File: config.mk
export PLATFORM = sky130hd
export DESIGN_NAME = mave_front_flat
export DESIGN_NICKNAME = d
export VERILOG_FILES = /design/src/hw/rtl/mave_pkg.sv /design/src/hw/rtl/mave_if.sv /design/src/hw/rtl/mave_front.sv /design/src/flat_wrapper.sv
export SDC_FILE = /design/constraint.sdc
export NUM_CORES = 2
export LEC_CHECK = 0
export ABC_CLOCK_PERIOD_IN_PS = 10400
export BUFFER_PORTS_ARGS = -buffer_cell sky130_fd_sc_hd__buf_4
export CORE_MARGIN = 2
export CORE_UTILIZATION = 45
export DETAILED_ROUTE_END_ITERATION = 12
export PLACE_DENSITY = 0.69
export SETUP_SLACK_MARGIN = 0.1
export SLEW_MARGIN = 30
export SYNTH_ARGS = -nofsm -noshare
export SYNTH_HDL_FRONTEND = slang
export SYNTH_SLANG_ARGS = --single-unit
File: constraint.sdc
create_clock -name clk -period 10.4 [get_ports clk]
set_input_delay 0 -clock clk [delete_from_list [all_inputs] [get_ports clk]]
set_output_delay 0 -clock clk [all_outputs]
set_load 0.02 [all_outputs]
File: src/hw/rtl/mave_pkg.sv
package mave_pkg;

    // Field widths of the channels and registers.
    localparam int FUNC_W = 2;
    localparam int RAW_W  = 16;
    localparam int TS_W   = 32;
    localparam int POS_W  = 48;
    localparam int VEL_W  = 32;
    localparam int CPR_W  = 17;
    localparam int HZ_W   = 32;
    localparam int TURN_W = 32;

    // Configuration port.
    localparam int APB_AW = 3;
    localparam int APB_DW = 32;
    localparam logic REG_SEL_CPR = 1'b0;
    localparam logic REG_SEL_HZ  = 1'b1;
    localparam logic [CPR_W-1:0] CPR_RESET = 17'd4096;
    localparam logic [HZ_W-1:0]  HZ_RESET  = 32'd168000000;

    // Item selector codes.
    localparam logic [FUNC_W-1:0] FUNC_INIT  = 2'd0;
    localparam logic [FUNC_W-1:0] FUNC_ANGLE = 2'd1;
    localparam logic [FUNC_W-1:0] FUNC_VEL   = 2'd2;
    localparam logic [FUNC_W-1:0] FUNC_NONE  = 2'd3;

    // Queue between the front and the back.
    localparam int QUEUE_DEPTH = 4;

    // Reciprocal constants for an exact floor(x / 1000) on 32-bit x.
    localparam int DIV1000_MUL_W = 29;
    localparam logic [DIV1000_MUL_W-1:0] DIV1000_MUL = 29'd274877907;
    localparam int DIV1000_SHIFT = 38;
    localparam int HZK_W = 23;

    // Velocity saturation limits.
    localparam logic [VEL_W-1:0] VEL_POS_SAT = 32'h7FFF_FFFF;
    localparam logic [VEL_W-1:0] VEL_NEG_SAT = 32'h8000_0000;

    typedef struct packed {
        logic [FUNC_W-1:0] func;
        logic [POS_W-1:0]  pos;
        logic [TS_W-1:0]   ts;
    } q_entry_t;

    typedef struct packed {
        logic full;
        logic empty;
    } q_flags_t;

endpackage

File: src/hw/rtl/mave_if.sv
interface mave_in_if;
    logic                        valid;
    logic                        ready;
    logic [mave_pkg::FUNC_W-1:0] func;
    logic [mave_pkg::RAW_W-1:0]  raw_count;
    logic [mave_pkg::TS_W-1:0]   timestamp;

    modport source (output valid, output func, output raw_count, output timestamp,
                    input ready);
    modport sink   (input valid, input func, input raw_count, input timestamp,
                    output ready);
endinterface


File: src/hw/rtl/mave_front.sv
module mave_front (
    input  logic                         clk,
    input  logic                         rst_n,
    input  logic [mave_pkg::CPR_W-1:0]   counts_per_rev,
    mave_in_if.sink                      in_ch,
    input  mave_pkg::q_flags_t           flags,
    output logic                         push,
    output mave_pkg::q_entry_t           push_entry
);
    import mave_pkg::*;

    logic                     busy_reg, busy_next;
    logic [FUNC_W-1:0]        func_reg, func_next;
    logic [TS_W-1:0]          ts_reg, ts_next;
    logic [RAW_W-1:0]         prev_raw_reg, prev_raw_next;
    logic [TURN_W-1:0]        turn_reg, turn_next;

    logic                     accept;
    logic signed [RAW_W:0]    diff;
    logic [RAW_W:0]           mag;
    logic [RAW_W+3:0]         mag5;
    logic [RAW_W+3:0]         cpr4;
    logic                     wrap;
    logic signed [TURN_W+CPR_W:0] prod;

    assign in_ch.ready = !busy_reg && !flags.full;
    assign accept      = in_ch.valid && in_ch.ready;

    // Unwrap decision: a jump of more than 4/5 of a turn is taken as a wrap.
    always_comb
    begin
        diff = $signed({1'b0, in_ch.raw_count}) - $signed({1'b0, prev_raw_reg});
        mag  = diff[RAW_W] ? (17'd0 - diff) : diff;
        mag5 = {1'b0, mag, 2'b00} + {3'b000, mag};
        cpr4 = {1'b0, counts_per_rev, 2'b00};
        wrap = (mag5 > cpr4);
    end

    always_comb
    begin
        busy_next     = busy_reg;
        func_next     = func_reg;
        ts_next       = ts_reg;
        prev_raw_next = prev_raw_reg;
        turn_next     = turn_reg;
        if (accept)
        begin
            busy_next = 1'b1;
            func_next = in_ch.func;
            ts_next   = in_ch.timestamp;
            unique case (in_ch.func)
                FUNC_INIT:
                begin
                    prev_raw_next = in_ch.raw_count;
                    turn_next     = '0;
                end
                FUNC_ANGLE, FUNC_VEL:
                begin
                    prev_raw_next = in_ch.raw_count;
                    if (wrap)
                    begin
                        turn_next = diff[RAW_W] ? turn_reg + 1'b1 : turn_reg - 1'b1;
                    end
                end
                default:
                begin
                    prev_raw_next = prev_raw_reg;
                end
            endcase
        end
        else if (busy_reg)
        begin
            busy_next = 1'b0;
        end
    end

    always_ff @(posedge clk or negedge rst_n)
    begin
        if (!rst_n)
        begin
            busy_reg     <= 1'b0;
            prev_raw_reg <= '0;
            turn_reg     <= '0;
        end
        else
        begin
            busy_reg     <= busy_next;
            prev_raw_reg <= prev_raw_next;
            turn_reg     <= turn_next;
        end
    end

    always_ff @(posedge clk)
    begin
        func_reg <= func_next;
        ts_reg   <= ts_next;
    end

    // After the state update the position is always turns * cpr + prev_raw.
    always_comb
    begin
        prod = $signed(turn_reg) * $signed({1'b0, counts_per_rev});
        push_entry.func = func_reg;
        push_entry.ts   = ts_reg;
        push_entry.pos  = prod[POS_W-1:0] + {{(POS_W-RAW_W){1'b0}}, prev_raw_reg};
    end

    assign push = busy_reg;

endmodule

File: src/flat_wrapper.sv
// flat-port wrapper written by rule: the top's interface ports become plain ports
module mave_front_flat import mave_pkg::*;
  (clk, rst_n, counts_per_rev, flags, push, push_entry, in_ch_valid, in_ch_func, in_ch_raw_count, in_ch_timestamp, in_ch_ready);
  mave_in_if in_ch_i ();
  input  logic clk;
  input  logic rst_n;
  input  logic [mave_pkg::CPR_W-1:0] counts_per_rev;
  input  mave_pkg::q_flags_t flags;
  output logic push;
  output mave_pkg::q_entry_t push_entry;
  input wire logic [$bits(in_ch_i.valid)-1:0] in_ch_valid;
  input wire logic [$bits(in_ch_i.func)-1:0] in_ch_func;
  input wire logic [$bits(in_ch_i.raw_count)-1:0] in_ch_raw_count;
  input wire logic [$bits(in_ch_i.timestamp)-1:0] in_ch_timestamp;
  output wire logic [$bits(in_ch_i.ready)-1:0] in_ch_ready;
  assign in_ch_i.valid = in_ch_valid;
  assign in_ch_i.func = in_ch_func;
  assign in_ch_i.raw_count = in_ch_raw_count;
  assign in_ch_i.timestamp = in_ch_timestamp;
  assign in_ch_ready = in_ch_i.ready;
  mave_front u_core (.clk(clk), .rst_n(rst_n), .counts_per_rev(counts_per_rev), .in_ch(in_ch_i), .flags(flags), .push(push), .push_entry(push_entry));
endmodule
==> results_dict.tcl <==
set metrics [dict create \
    drt-total-wl_mm 64.1 \
    grt_antenna_before_repair 0 \
    worst-r2r-cell-count 29 \
    tns_ns 0 \
    muxShareOfSynthArea_pct 0.452 \
    synth.net_count 3766 \
    synth-edff-count 34 \
    portBuffers 154 \
    ys_types 78 \
    grt_remaining_overflow 0 \
    ys_top_cells_by_count "664 x inv_1, 525 x fa_1, 396 x nand2_1" \
    dpl.hpwl_mm 52.4 \
    num_io_pins 156 \
    async_flop_share_pct 59.0 \
    synthCells 2943 \
    multi_input_area_mm2 0.0205 \
    avgSynthCellArea_um2 8.74 \
    skew_ns 0.0123 \
    cts_tree "done" \
    hold_viol 0 \
    start_util_pct 45.5 \
    rsz0062_at_grt "no" \
    synth_compound_area_share_pct 9.09 \
    die_h_um 243 \
    start_kind "flop" \
    grt_max_degree 59 \
    grt_pass1_vias 21000 \
    synth_flop_cell "dfrtp_1" \
    min_period_ns 8.30 \
    synth-adder-area-share_pct 51.9 \
    avgRoutedWirePerCell_um 16.8 \
    synth_top_cell_by_area "fa_1" \
    syn_to_final_growth_pct 9.89 \
    synth_area_leaders "fa_1 41%, ha_1 11%, inv_1 9.7%" \
    synth_warnings 0 \
    max_freq_mhz 120 \
    ctsHoldBuffers 51 \
    clk_pin_slew_ns 0.08 \
    synth_xor_xnor_area_share_pct 3.92 \
    critical_path_class "flop to primary output" \
    synth_most_common_cell "inv_1" \
    clk_path_buf_depth 2 \
    final_max_slew_viol_count 0 \
    clk_latency_ns 0.36 \
    die_w_um 243 \
    coreArea_mm2 0.0565 \
    layout-drive-gt1-share_pct 6.70 \
    status "finished clean" \
    finalInstanceArea_mm2 0.0283 \
    arrival_ns 8.30 \
    fin_crit_sh_pct 79.8 \
    tightest_slew_ns 0.953 \
    first_pass_iters 5 \
    min_path_type "input pin to async pin" \
    cts_setup_buffers 0 \
    synthSimpleGateAreaFrac_pct 14.4 \
    setup_viol_count_final 0 \
    vias 19900 \
    vias_per_cell 5.20 \
    ys_seq_area_share_pct 8.74 \
    nFillCells 5363 \
    grt_use_total_pct 22.6 \
    cts_root_buf "clkbuf_16" \
    drc 0 \
    gp_congestion 0.863 \
    cts-resized-gates 0 \
    cts_made_buffers 9 \
    dpl-instance-area_mm2 0.0274 \
    cts.sinks 83 \
    grt_pass1_wl_mm 107 \
    synth_top_area_share_pct 40.9 \
    slew_headroom_pct 36.4 \
    synth_area_mm2 0.0257 \
    required_ns 10.40 \
    drt_iter0_markers 1112 \
    die_area_mm2 0.0591 \
    cp_max_fo 14 \
    final_nets 3878 \
    ant_nets 0 \
    synth_seq_cells 83 \
    fp-row-count 87 \
    synth_top_family_by_area "adder cells" \
    seq_area_mm2 0.00225 \
    max-cap-violations 0 \
    cp-end-kind "primary output" \
    htreeDepth 3 \
]
-- final cells by class --
cell class,instances,share of cell area [%]
Inverter,669,8.88
Antenna cell,2,0.0177
Clock inverter,7,0.288
Timing Repair Buffer,212,6.08
Sequential cell,83,7.95
Clock buffer,9,0.797
Tap cell,756,3.35
Multi-Input combinational cell,2080,72.6
-- placed cells by master (no fill, tap or decap), types with 7 or more instances in the layout --
cell             n
nand3_1         41
o21ai_0         80
inv_1          664
nor2b_1         18
nand4_1         13
a31oi_1         12
xor2_1          37
or2_2            7
xnor2_1         78
nor2_1         211
and3_1          16
o211ai_1         8
buf_4          161
nor3_1          24
fa_1           525
o21bai_1        14
edfxtp_1        34
dfrtp_1         49
o21a_1           7
a211oi_1        12
nand2_1        396
nand2b_1         8
a21oi_1        110
clkbuf_16        9
and2_1          77
a41oi_1          7
o21ai_1         14
ha_1           226
dlygate4sd3_1   51
a21o_1          48
-- worst paths after layout --
check / start / to / slack, ns
setup / recovery: u_core.turn_reg[12] / push_entry[79] / 2.10
hold / removal: rst_n / u_core.prev_raw_reg[0] / 0.22
setup reg to reg: u_core.prev_raw_reg[0] / u_core.turn_reg[25] / 3.31
hold reg to reg: u_core.prev_raw_reg[0] / u_core.prev_raw_reg[0] / 0.57
max in group asynchronous: rst_n / u_core.turn_reg[31] / 9.64
min in group clk: in_ch_valid / u_core.push / 0.26
-- routing by layer --
layer	up-vias	GRT usage (%)	wire length (um)
li1	9241	-	-
met1	9986	28.0	25900
met2	529	42.0	33600
met3	97	1.81	3020
met4	0	6.28	1590
met5	-	0	0
-- through the flow --
step / util (%) / hold WS [ns] / instances / setup WS [ns]
CTS: 50.0 / 0.246 / 3816 / 2.12
global route: 50.0 / 0.272 / 3816 / 1.72
detailed placement: 48.5 / 0.119 / 3749 / 2.54
floorplan: - / -0.296 / 2943 / 3.52
finish: 50.0 / 0.216 / 3818 / 2.10
global placement: 48.5 / 0.0999 / 3749 / 2.58
-- logic make-up after synthesis --
logic type | Yosys count
simple gates | 838
buf+inv | 780
fa+ha+maj | 751
compound gates | 365
xor+xnor | 115
flops | 83
mux | 11
-- worst max-delay path: stages, from the launching register on --
cell      delay [ns]
dfrtp_1         0.75
nand2_1         0.18
fa_1            0.57
inv_1           0.05
fa_1            0.47
fa_1            0.50
inv_1           0.06
fa_1            0.51
inv_1           0.06
fa_1            0.55
fa_1            0.42
ha_1            0.37
and4_1          0.27
and3_1          0.19
a41oi_1         0.69
a211oi_1        0.32
o311ai_1        0.62
a211oi_1        0.26
o21ai_1         0.28
o21ai_0         0.18
a41oi_1         0.32
xnor2_1         0.16
buf_4           0.16
Power is not shown: default switching activity piles up to over one toggle a cycle in this logic, so the estimate is an artifact.
