[src/hw/rtl/mave_pkg.sv]
package mave_pkg;

    // Field widths of the channels and registers.
    localparam int FUNC_W = 2;
    localparam int RAW_W  = 16;
    localparam int TS_W   = 32;
    localparam int POS_W  = 48;
    localparam int VEL_W  = 32;
    localparam int CPR_W  = 17;
    localparam int HZ_W   = 32;
    localparam int TURN_W = 32;

    // Configuration port.
    localparam int APB_AW = 3;
    localparam int APB_DW = 32;
    localparam logic REG_SEL_CPR = 1'b0;
    localparam logic REG_SEL_HZ  = 1'b1;
    localparam logic [CPR_W-1:0] CPR_RESET = 17'd4096;
    localparam logic [HZ_W-1:0]  HZ_RESET  = 32'd168000000;

    // Item selector codes.
    localparam logic [FUNC_W-1:0] FUNC_INIT  = 2'd0;
    localparam logic [FUNC_W-1:0] FUNC_ANGLE = 2'd1;
    localparam logic [FUNC_W-1:0] FUNC_VEL   = 2'd2;
    localparam logic [FUNC_W-1:0] FUNC_NONE  = 2'd3;

    // Queue between the front and the back.
    localparam int QUEUE_DEPTH = 4;

    // Reciprocal constants for an exact floor(x / 1000) on 32-bit x.
    localparam int DIV1000_MUL_W = 29;
    localparam logic [DIV1000_MUL_W-1:0] DIV1000_MUL = 29'd274877907;
    localparam int DIV1000_SHIFT = 38;
    localparam int HZK_W = 23;

    // Velocity saturation limits.
    localparam logic [VEL_W-1:0] VEL_POS_SAT = 32'h7FFF_FFFF;
    localparam logic [VEL_W-1:0] VEL_NEG_SAT = 32'h8000_0000;

    typedef struct packed {
        logic [FUNC_W-1:0] func;
        logic [POS_W-1:0]  pos;
        logic [TS_W-1:0]   ts;
    } q_entry_t;

    typedef struct packed {
        logic full;
        logic empty;
    } q_flags_t;

endpackage

[src/hw/rtl/mave_queue.sv]
module mave_queue #(
    parameter int DEPTH = mave_pkg::QUEUE_DEPTH
) (
    input  logic               clk,
    input  logic               rst_n,
    input  logic               push,
    input  mave_pkg::q_entry_t push_entry,
    input  logic               pop,
    output mave_pkg::q_entry_t head_entry,
    output mave_pkg::q_flags_t flags
);
    import mave_pkg::*;

    localparam int PTR_W = (DEPTH > 1) ? $clog2(DEPTH) : 1;
    localparam int CNT_W = $clog2(DEPTH + 1);
    localparam logic [PTR_W-1:0] LAST_PTR = PTR_W'(DEPTH - 1);
    localparam logic [CNT_W-1:0] FULL_CNT = CNT_W'(DEPTH);

    q_entry_t         entry_reg [DEPTH];
    logic [PTR_W-1:0] wr_ptr_reg, wr_ptr_next;
    logic [PTR_W-1:0] rd_ptr_reg, rd_ptr_next;
    logic [CNT_W-1:0] count_reg, count_next;

    always_comb
    begin
        wr_ptr_next = wr_ptr_reg;
        rd_ptr_next = rd_ptr_reg;
        count_next  = count_reg;
        if (push)
        begin
            wr_ptr_next = (wr_ptr_reg == LAST_PTR) ? '0 : wr_ptr_reg + 1'b1;
        end
        if (pop)
        begin
            rd_ptr_next = (rd_ptr_reg == LAST_PTR) ? '0 : rd_ptr_reg + 1'b1;
        end
        if (push && !pop)
        begin
            count_next = count_reg + 1'b1;
        end
        else if (pop && !push)
        begin
            count_next = count_reg - 1'b1;
        end
    end

    always_ff @(posedge clk or negedge rst_n)
    begin
        if (!rst_n)
        begin
            wr_ptr_reg <= '0;
            rd_ptr_reg <= '0;
            count_reg  <= '0;
        end
        else
        begin
            wr_ptr_reg <= wr_ptr_next;
            rd_ptr_reg <= rd_ptr_next;
            count_reg  <= count_next;
        end
    end

    always_ff @(posedge clk)
    begin
        if (push)
        begin
            entry_reg[wr_ptr_reg] <= push_entry;
        end
    end

    assign head_entry  = entry_reg[rd_ptr_reg];
    assign flags.full  = (count_reg == FULL_CNT);
    assign flags.empty = (count_reg == '0);

endmodule

[config.mk]
export PLATFORM = sky130hd
export DESIGN_NAME = mave_queue
export DESIGN_NICKNAME = d
export VERILOG_FILES = /design/src/hw/rtl/mave_pkg.sv /design/src/hw/rtl/mave_queue.sv
export SDC_FILE = /design/constraint.sdc
export NUM_CORES = 1
export LEC_CHECK = 0
export ABC_AREA = 1
export ABC_CLOCK_PERIOD_IN_PS = 5500
export BUFFER_PORTS_ARGS = -buffer_cell sky130_fd_sc_hd__buf_2
export CAP_MARGIN = 10
export CORE_ASPECT_RATIO = 0.9
export CORE_MARGIN = 2
export CORE_UTILIZATION = 40
export DETAILED_ROUTE_END_ITERATION = 10
export MAX_ROUTING_LAYER = met4
export SYNTH_ARGS = -nofsm -noshare
export SYNTH_HDL_FRONTEND = slang
export SYNTH_SLANG_ARGS = --single-unit
[constraint.sdc]
create_clock -name clk -period 5.5 [get_ports clk]
set_clock_uncertainty 0.05 [all_clocks]
set_input_delay 1.1 -clock clk [delete_from_list [all_inputs] [get_ports clk]]
set_output_delay 1.1 -clock clk [all_outputs]
set_load 0.02 [all_outputs]
==> results of run 1 <==
==> routing by layer <==
metal,vias to the layer above,track usage
met5,-,-
met4,0,0.0429
met3,35,0.0382
met2,168,0.249
met1,3604,0.191
li1,3859,-
==> cell usage in the layout, fill, tap and decap left out, drive strengths merged <==
cell type | Yosys | layout
buf | 53 | 178
bufinv | 0 | 1
clkbuf | 1 | 51
clkinv | 0 | 11
clkinvlp | 0 | 1
dfrtp | 7 | 7
diode | 0 | 4
edfxtp | 328 | 328
fa | 1 | 1
ha | 6 | 6
inv | 177 | 176
nand2 | 261 | 261
nand3 | 1 | 1
nand4 | 1 | 1
nor2 | 2 | 2
nor3 | 2 | 2
o211ai | 164 | 164
o21ai | 4 | 4
xnor2 | 1 | 1
==> worst max-delay path: stages (launching register included) <==
cell      delay [ps]
dfrtp_4          630
clkinv_2          80
buf_4            770
o211ai_1         230
nand2_1          130
buf_2            180
==> cell type report <==
| class | instances | area (um^2) |
|---|---|---|
| fill | 2921 | 17500 |
| timing repair buffer | 178 | 926 |
| tap | 422 | 528 |
| sequential | 335 | 10000 |
| clock buffer | 51 | 978 |
| clock inverter | 12 | 77.6 |
| multi-input combinational | 443 | 2360 |
| inverter | 177 | 683 |
| antenna | 4 | 10.0 |
==> power by group <==
part / internal (mW) / switching [mW]
clock: 1.28 / 0.898
sequential: 3.28 / 0.132
combinational: 0.764 / 1.89
==> kinds of logic (layout without fill, tap and decap cells) <==
logic type | after synthesis | after routing
and+or+nand+nor | 267 | 267
xor gates and xnor gates | 1 | 1
DFF | 335 | 335
buffers and inverters | 231 | 418
adders and majority gates | 7 | 7
AOI/OAI and AO/OA | 168 | 168
other | 0 | 4
==> per-stage QoR <==
stage,utilization,instance area (um^2)
2_1_floorplan,-,13500
3_3_place_gp,0.439,14500
3_5_place_dp,0.439,14500
4_1_cts,0.471,15600
5_1_grt,0.471,15600
6_report,0.471,15600
==> worst paths after layout <==
kind / from / endpoint / slack, ps / cells past startpoint
worst max-delay path: rd_ptr_reg[1] / head_entry[62] / 1680 / 5
worst min-delay path: rst_n / wr_ptr_reg[1] / 390 / 1
worst max register to register: wr_ptr_reg[0] / entry_reg[0][25] / 3210 / 5
worst min register to register: count_reg[2] / count_reg[2] / 450 / 2
max in group asynchronous: rst_n / rd_ptr_reg[1] / 4820 / 1
min in group clk: count_reg[2] / count_reg[2] / 450 / 2
==> summary.md, run 1 <==
| Metric | Value |
|---|---|
| Total Routing Usage GR | 0.153 |
| Mapped Nets | 1102 |
| Final period util | 0.695 |
| Rows | 63 |
| Run status | finished clean |
| Area growth syn-to-layout | 15.2% |
| Fin nets | 1264 |
| Worst hold slack | 386 ps |
| Crit Path Category | flop to output port |
| Power Dens Cells | roughly 530 mW/mm^2 |
| Total Power | 8.24 mW |
| Post-synthesis mux area share | 0 |
| Met2 Wirelength | 12200 um |
| Max FO, Critical Path | 83 |
| XOR/XNOR Fraction of Synth Area | 0.000647 |
| Wl on met1 | 11500 um |
| Maximum vdd drop | 0.332 mV |
| Pleak | 6.28 nW |
| Worst Setup Slack, final | around 1700 ps |
| Vias/cell | 4.73 |
| Yosys warnings | 0 |
| Avg WL per Cell | about 16 um |
| Uppermost layer routed | met4 |
| Number of I/O port buffers | 169 |
| Cts bufs inserted | 36 |
| Max reg flops | roughly 330 |
| Core box area | 0.0331 mm^2 |
| Top-area cell type share of the netlist area | 0.728 |
| Largest family of logic cells by synthesized area | compound AO/OA/AOI/OAI gates |
| CTS tree | yes |
| Antenna Nets Post-Route | 0 |
| Cell variety after synth | 18 |
| Largest area contributor in the netlist | edfxtp_1 |
| Routed vias | 7666 |
| Non-Filler Instances | about 1600 |
| Synth Instances | 1009 |
| Crit path DAT | 2670 ps |
| Final Wtd Congestion | 0.729 |
| Routed wire length | 25700 um |
| Chip height | 179 um |
| CTS max path bufs | 3 |
| Width of the chip | 198 um |
| Sequential share of the synthesized area | 0.741 |
| Post-CTS Hold Buffers | 0 |
| CTS Sinks | 335 |
| Final setup viols | 0 |
| DP Cell Count | 1555 |
| Root buf cell | clkbuf_16 |
| Layout cells sized above 1 | 0.189 |
| TNS Setup | 0 ps |
| First-pass DRT Iterations | 6 |
| Synth Area in Compound Gates | 0.0924 |
| Post-DP HPWL | 14300 um |
| Final Hold Fails | 0 |
| HP Class | input pin to async pin |
| Initial antenna violation count | 4 |
| Predominant post-synthesis flop cell | edfxtp_1 |
| Crit path launch type | flop |
| Synth Area in Adders | 0.00702 |
| Simple-Gate Fraction of Synth Area | 0.0745 |
| RSZ-0062 raised after global routing | no |
| DR WL met3 | ~1600 um |
| Slew margin rel. | 0.263 |
| First-pass GRT wire length | 40500 um |
| Post-synth EDFFs | roughly 330 |
| Drc violations | 0 |
| Avg Cell Area, Syn | 13.4 um^2 |
| Max Clk Rate | 262 MHz |
| Fin crit period | approximately 3800 ps |
| Cell Area, Synth | around 0.014 mm^2 |
| Most frequent cells after synthesis | edfxtp_1 (328), nand2_1 (261), inv_1 (176) |
| Initial Util | 0.409 |
| CTS resizes | 0 |
| Flops & latches, synth | 335 |
| Maxcap violations | 0 |
| Die area | 0.0353 mm^2 |
| DRC violation total after the first TritonRoute iteration | approximately 330 |
| Worst endpoint required time | 4350 ps |
| Slew Limit Fails | 0 |
| Worst skew pair latency | 500 ps |
| Ports | 170 |
| Worst Setup End Kind | output port |
| Ys async rst share | 0.0209 |
| Grt ovf | 0 |
| Largest cells by area after synthesis | edfxtp_1 (73%), o211ai_1 (9.1%), nand2_1 (7.2%) |
| CTS H-tree lvls | 2 |
| Worst Tran Pin Value | 1110 ps |
| Pre-CTS setup slack | 2220 ps |
| Number of global-route vias before repair | approximately 7600 |
| Most numerous cell in the Yosys netlist | edfxtp_1 |
| Clock-pin slew on the worst setup and hold paths | 60 ps |
| Largest net degree at the start of global routing | 183 |
| Post-CTS setup buffers | 0 |
(Power assumes the default switching activity.)
==> inputs of run 2 (changes only) <==
ABC_CLOCK_PERIOD_IN_PS = 3800   (was 5500)
clock period = 3.8 ns   (was 5.5 ns; I/O delays follow)
==> run 2 against run 1 <==
Effect of this change: critical endpoint is now head_entry[27]; flip-flop and latch count did not move; register-to-register slack got worse by 1400 ps; core utilization rose by 0.76 points; sequential share of layout area fell by 1.0 points; die area did not move; combinational power rose by 48%; first-iteration DRC count fell by 18%; highest routed layer unchanged; clock power rose by 57%; final area rose by 1.6%; hold slack got worse by 360 ps; via count rose by 0.13%.
==> summary.md, run 2 (synthesized netlist as in run 1, its figures left out) <==
| Metric | Value |
|---|---|
| Run status | finished clean |
| Crit-path slowest cell | inv_8 |
| Area growth syn-to-layout | 17.1% |
| Number of I/O port buffers | 169 |
| Cts bufs inserted | 37 |
| First-pass DRT Iterations | 4 |
| Flop2flop setup slack | 1810 ps |
| Max reg flops | 328 |
| CTS tree | yes |
| Crit path cell chain | inv_8, buf_4, nand2_1, o211ai_1, nand2_1, buf_2 |
| CTS max path bufs | 3 |
| Initial Util | 0.409 |
| Worst endpoint required time | 2990 ps |
| Maximum vdd drop | 0.429 mV |
| Final Hold Fails | 0 |
| Rows | 63 |
| Max FO, Critical Path | between 100 and 150 |
| Fin nets | 1271 |
| Width of the chip | 198 um |
| Crit-path max cell delay | 490 ps |
| Chip height | roughly 180 um |
| Worst skew pair latency | 510 ps |
| Area post-placement | ~0.015 mm^2 |
| Cell mode on critical path | nand2_1 |
| Maxcap violations | 0 |
| DRC violation total after the first TritonRoute iteration | 266 |
| Clock-pin slew on the worst setup and hold paths | 60 ps |
| Worst Tran Pin Value | between 600 and 700 ps |
| CTS Sinks | between 300 and 400 |
| Final instance area | 0.0158 mm^2 |
| First-pass GRT wire length | between 40000 and 50000 um |
| Final setup viols | 0 |
| Layout cells sized above 1 | 0.199 |
| Crit path DAT | 2320 ps |
| Initial antenna violation count | 5 |
| Core box area | 0.0331 mm^2 |
| Antenna Nets Post-Route | 0 |
| TNS Setup | 0 ps |
| Slew Limit Fails | 0 |
| CTS H-tree lvls | 2 |
| Max Clk Rate | roughly 320 MHz |
| Fin crit period | 3130 ps |
| Crit Path Category | flop to output port |
| Root buf cell | clkbuf_16 |
| Post-CTS Hold Buffers | 0 |
| Post-CTS setup buffers | 0 |
| Number of global-route vias before repair | 7626 |
| Largest net degree at the start of global routing | between 100 and 150 |
| Most common cell after layout, fill and taps aside | edfxtp_1 |
| Avg WL per Cell | around 16 um |
| Slew margin rel. | 0.566 |
| Worst Setup End Kind | output port |
| Power Dens Cells | ~780 mW/mm^2 |
| RSZ-0062 raised after global routing | no |
| Post-DP HPWL | 15300 um |
| Crit path launch type | flop |
| Drc violations | 0 |
| Final Wtd Congestion | 0.749 |
| CTS resizes | 0 |
| Routed vias | around 7700 |
| Die area | about 0.035 mm^2 |
| Vias/cell | 4.70 |
| Most frequent cells in the layout | edfxtp_1 (328), nand2_1 (261), inv_1 (171) |
| Routed wire length | between 20000 and 30000 um |
| Grt ovf | 0 |
| Ports | 170 |
| Critical path's top delay family | buffers and inverters |
| Total Routing Usage GR | 0.153 |
| Critical path buffers and inverters | 3 |
| Final period util | 0.823 |
| HP Class | input pin to async pin |
| Pleak | 6.40 nW |
## run 2: cell types whose count changed in the layout (fill, tap and decap cells not counted)
| cell | previous run | this run |
|---|---|---|
| buf_12 | 1 | 8 |
| buf_4 | 8 | 7 |
| bufinv_16 | 1 | 3 |
| clkbuf_1 | 14 | 9 |
| clkbuf_16 | 37 | 39 |
| clkinv_1 | 8 | 7 |
| clkinv_2 | 3 | 6 |
| clkinv_4 | 0 | 1 |
| clkinvlp_4 | 1 | 0 |
| diode_2 | 4 | 6 |
| inv_6 | 0 | 1 |
## run 2: area by class of cell
| class | instances | area, um^2 |
|---|---|---|
| fillers | 2945 | 17300 |
| flip-flops and latches | 335 | 10000 |
| multi-input cells | 443 | 2360 |
| repair buffers | 184 | 1060 |
| clock buffers | 48 | 1010 |
| inverters | 177 | 683 |
| well taps | 422 | 528 |
| clock inverters | 17 | 159 |
| diodes | 6 | 15.0 |
## run 2: final timing paths
kind	startpoint	to	cells past startpoint
worst max-delay path	rd_ptr_reg[0]	head_entry[27]	6
worst min-delay path	rst_n	count_reg[2]	1
worst max register to register	wr_ptr_reg[0]	entry_reg[2][25]	5
worst min register to register	count_reg[2]	count_reg[2]	2
max in group asynchronous	rst_n	rd_ptr_reg[1]	1
min in group clk	push_entry[54]	entry_reg[0][54]	1
## run 2: per-layer routing
| metal | GRT usage | part of all wire | wire, um | vias to the layer above |
|---|---|---|---|---|
| met2 | 0.255 | 0.48 | 12500 | 138 |
| met4 | 0.0423 | 0.019 | 489 | 0 |
| met5 | - | 0 | 0 | - |
| met3 | 0.0395 | 0.057 | 1470 | 43 |
| met1 | 0.186 | 0.44 | 11400 | 3610 |
| li1 | - | - | - | 3885 |
## run 2: per-stage QoR
step                       util  setup slack (ps)  cells  hold slack (ps)  power, mW
after floorplan               -               924   1009              413       7.88
after global routing      0.479               490   1631             13.0       13.0
after CTS                 0.478               626   1626             8.91       12.5
after detailed placement  0.443              1180   1561              438       9.05
final                     0.479               672   1632             22.5       12.3
after global placement    0.443              1250   1561              428       8.99
## run 2: report_power, final
part | internal, mW | total (mW) | switching (mW)
Sequential | 4.74 | 4.93 | 0.194
Combinational | 1.20 | 3.94 | 2.74
Clock | 2.07 | 3.43 | 1.35
==> inputs of run 3 (changes only) <==
ABC_CLOCK_PERIOD_IN_PS = 3300   (was 3800)
clock period = 3.3 ns   (was 3.8 ns; I/O delays follow)
==> run 3 against run 2 <==
Effect of this change: register-to-register slack worse by 420 ps; core utilization down 0.22 points; global-route usage up 0.23 points; via count up 0.96%; setup slack worse by 300 ps; largest power group unchanged.
==> summary.md, run 3 (synthesized netlist as in run 1, its figures left out) <==
| Metric | Value |
|---|---|
| Final Wtd Congestion | 0.725 |
| Sw Share | 0.356 |
| Crit Path Category | flop to output port |
| CTS tree | yes |
| Max Clk Rate | around 340 MHz |
| Clock-pin slew on the worst setup and hold paths | 60 ps |
| Slew margin rel. | 0.624 |
| Max FO, Critical Path | 95 |
| Final Hold Fails | 0 |
| Antenna Nets Post-Route | 0 |
| Number of I/O port buffers | 169 |
| Final setup viols | 0 |
| Flop2flop setup slack | 1390 ps |
| Worst Tran Pin Value | 564 ps |
| CTS max path bufs | 3 |
| Area growth syn-to-layout | 16.5% |
| Core box area | 0.0331 mm^2 |
| P_int | 8.93 mW |
| Critical path buffers and inverters | 3 |
| Worst hold slack | around 310 ps |
| Routed vias | 7750 |
| Layout cells sized above 1 | 0.197 |
| CTS Sinks | 335 |
| Comb pwr share | 0.334 |
| Die area | 0.0353 mm^2 |
| RSZ-0062 raised after global routing | no |
| Initial antenna violation count | 3 |
| Crit path cell chain | inv_8, buf_12, nand2_1, o211ai_1, nand2_1, buf_2 |
| Fin crit period | just under 3000 ps |
| Total Power | 13.9 mW |
| Maxcap violations | 0 |
| Crit-path max cell delay | 450 ps |
| Final period util | 0.888 |
| HP Class | input pin to flop |
| CTS resizes | 0 |
| Chip height | 179 um |
| Worst Setup End Kind | output port |
| Root buf cell | clkbuf_16 |
| Number of global-route vias before repair | 7538 |
| Total Routing Usage GR | 0.156 |
| Slew Limit Fails | 0 |
| Run status | finished clean |
| Crit path DAT | approximately 2200 ps |
| TNS Setup | 0 ps |
| NetSw | 4.93 mW |
| Rows | 63 |
| Drc violations | 0 |
| Crit-path slowest cell | dfrtp_1 |
| Largest net degree at the start of global routing | 96 |
| Post-DP HPWL | 15600 um |
| Ports | 170 |
| Worst skew pair latency | 500 ps |
| Routed wire length | approximately 26000 um |
| Pre-CTS setup slack | between 900 and 1000 ps |
| Post-CTS Hold Buffers | 1 |
| Width of the chip | 198 um |
| Most common cell after layout, fill and taps aside | edfxtp_1 |
| Avg WL per Cell | around 16 um |
| Worst Setup Slack, final | 371 ps |
| Maximum vdd drop | 0.489 mV |
| Grt ovf | 0 |
| Power Dens Cells | about 880 mW/mm^2 |
| First-pass GRT wire length | 40800 um |
| Fin nets | 1273 |
| Cts bufs inserted | 36 |
| Most frequent cells in the layout | edfxtp_1 (328), nand2_1 (261), inv_1 (171) |
| CTS H-tree lvls | 2 |
| Critical path's top delay family | buffers and inverters |
| Max reg flops | about 330 |
| Cell mode on critical path | nand2_1 |
| DRC violation total after the first TritonRoute iteration | 360 |
| Final Util | 0.476 |
| Vias/cell | 4.75 |
| Worst endpoint required time | 2590 ps |
| Pleak | 6.36 nW |
| Post-CTS setup buffers | 0 |
| First-pass DRT Iterations | 6 |
| Initial Util | 0.409 |
| Flop pwr share | 0.406 |
| Crit path launch type | flop |
| Clock Power Share | 0.260 |
[run 3: changes by cell type in the layout (fill, tap and decap cells not counted)]
cell / change
bufinv_16: -3
dlygate4sd3_1: +1
clkbuf_1: +1
clkbuf_8: +1
clkinv_1: +3
inv_6: -1
diode_2: -1
clkbuf_16: -2
buf_12: +2
[run 3: metrics by stage]
step | area [um^2] | cells
final | 15800 | 1633
after global routing | 15800 | 1631
after global placement | 14700 | 1563
after CTS | 15800 | 1628
after detailed placement | 14700 | 1563
after floorplan | 13500 | 1009
[run 3: worst reg2reg max path, cell delays in order, from the launching register on]
cell     delay [ps]
dfrtp_1         410
inv_1           110
ha_1            150
nand2_1          80
inv_4           410
buf_12          360
[run 3: layer usage]
layer | vias up | share of wire | global-route usage
met3 | 40 | 0.057 | 0.0425
met5 | - | 0 | -
met4 | 0 | 0.019 | 0.0445
li1 | 3891 | - | -
met2 | 134 | 0.48 | 0.256
met1 | 3685 | 0.45 | 0.189
[run 3: layout make-up]
cell class                 count  area [um^2]
fill                        2910        17300
sequential                   335        10000
multi-input combinational    443         2360
timing repair buffer         187         1110
clock buffer                  48          977
inverter                     177          683
tap                          422          528
clock inverter                16         71.3
antenna                        5         12.5
[run 3: power groups by stage]
stage          clock (mW)  combinational (mW)  sequential [mW]
5_1_grt              3.87                5.14             5.68
3_5_place_dp            0                4.72             5.71
2_1_floorplan           0                3.36             5.71
6_report             3.61                4.63             5.62
4_1_cts              3.72                4.74             5.63
3_3_place_gp            0                4.68             5.70
[run 3: final timing paths]
check,start,endpoint,cells past startpoint
worst max-delay path,rd_ptr_reg[0],head_entry[37],6
worst min-delay path,push_entry[58],entry_reg[2][58],1
worst max register to register,wr_ptr_reg[0],entry_reg[2][22],5
worst min register to register,count_reg[2],count_reg[2],2
max in group asynchronous,rst_n,rd_ptr_reg[1],2
min in group asynchronous,rst_n,wr_ptr_reg[1],2
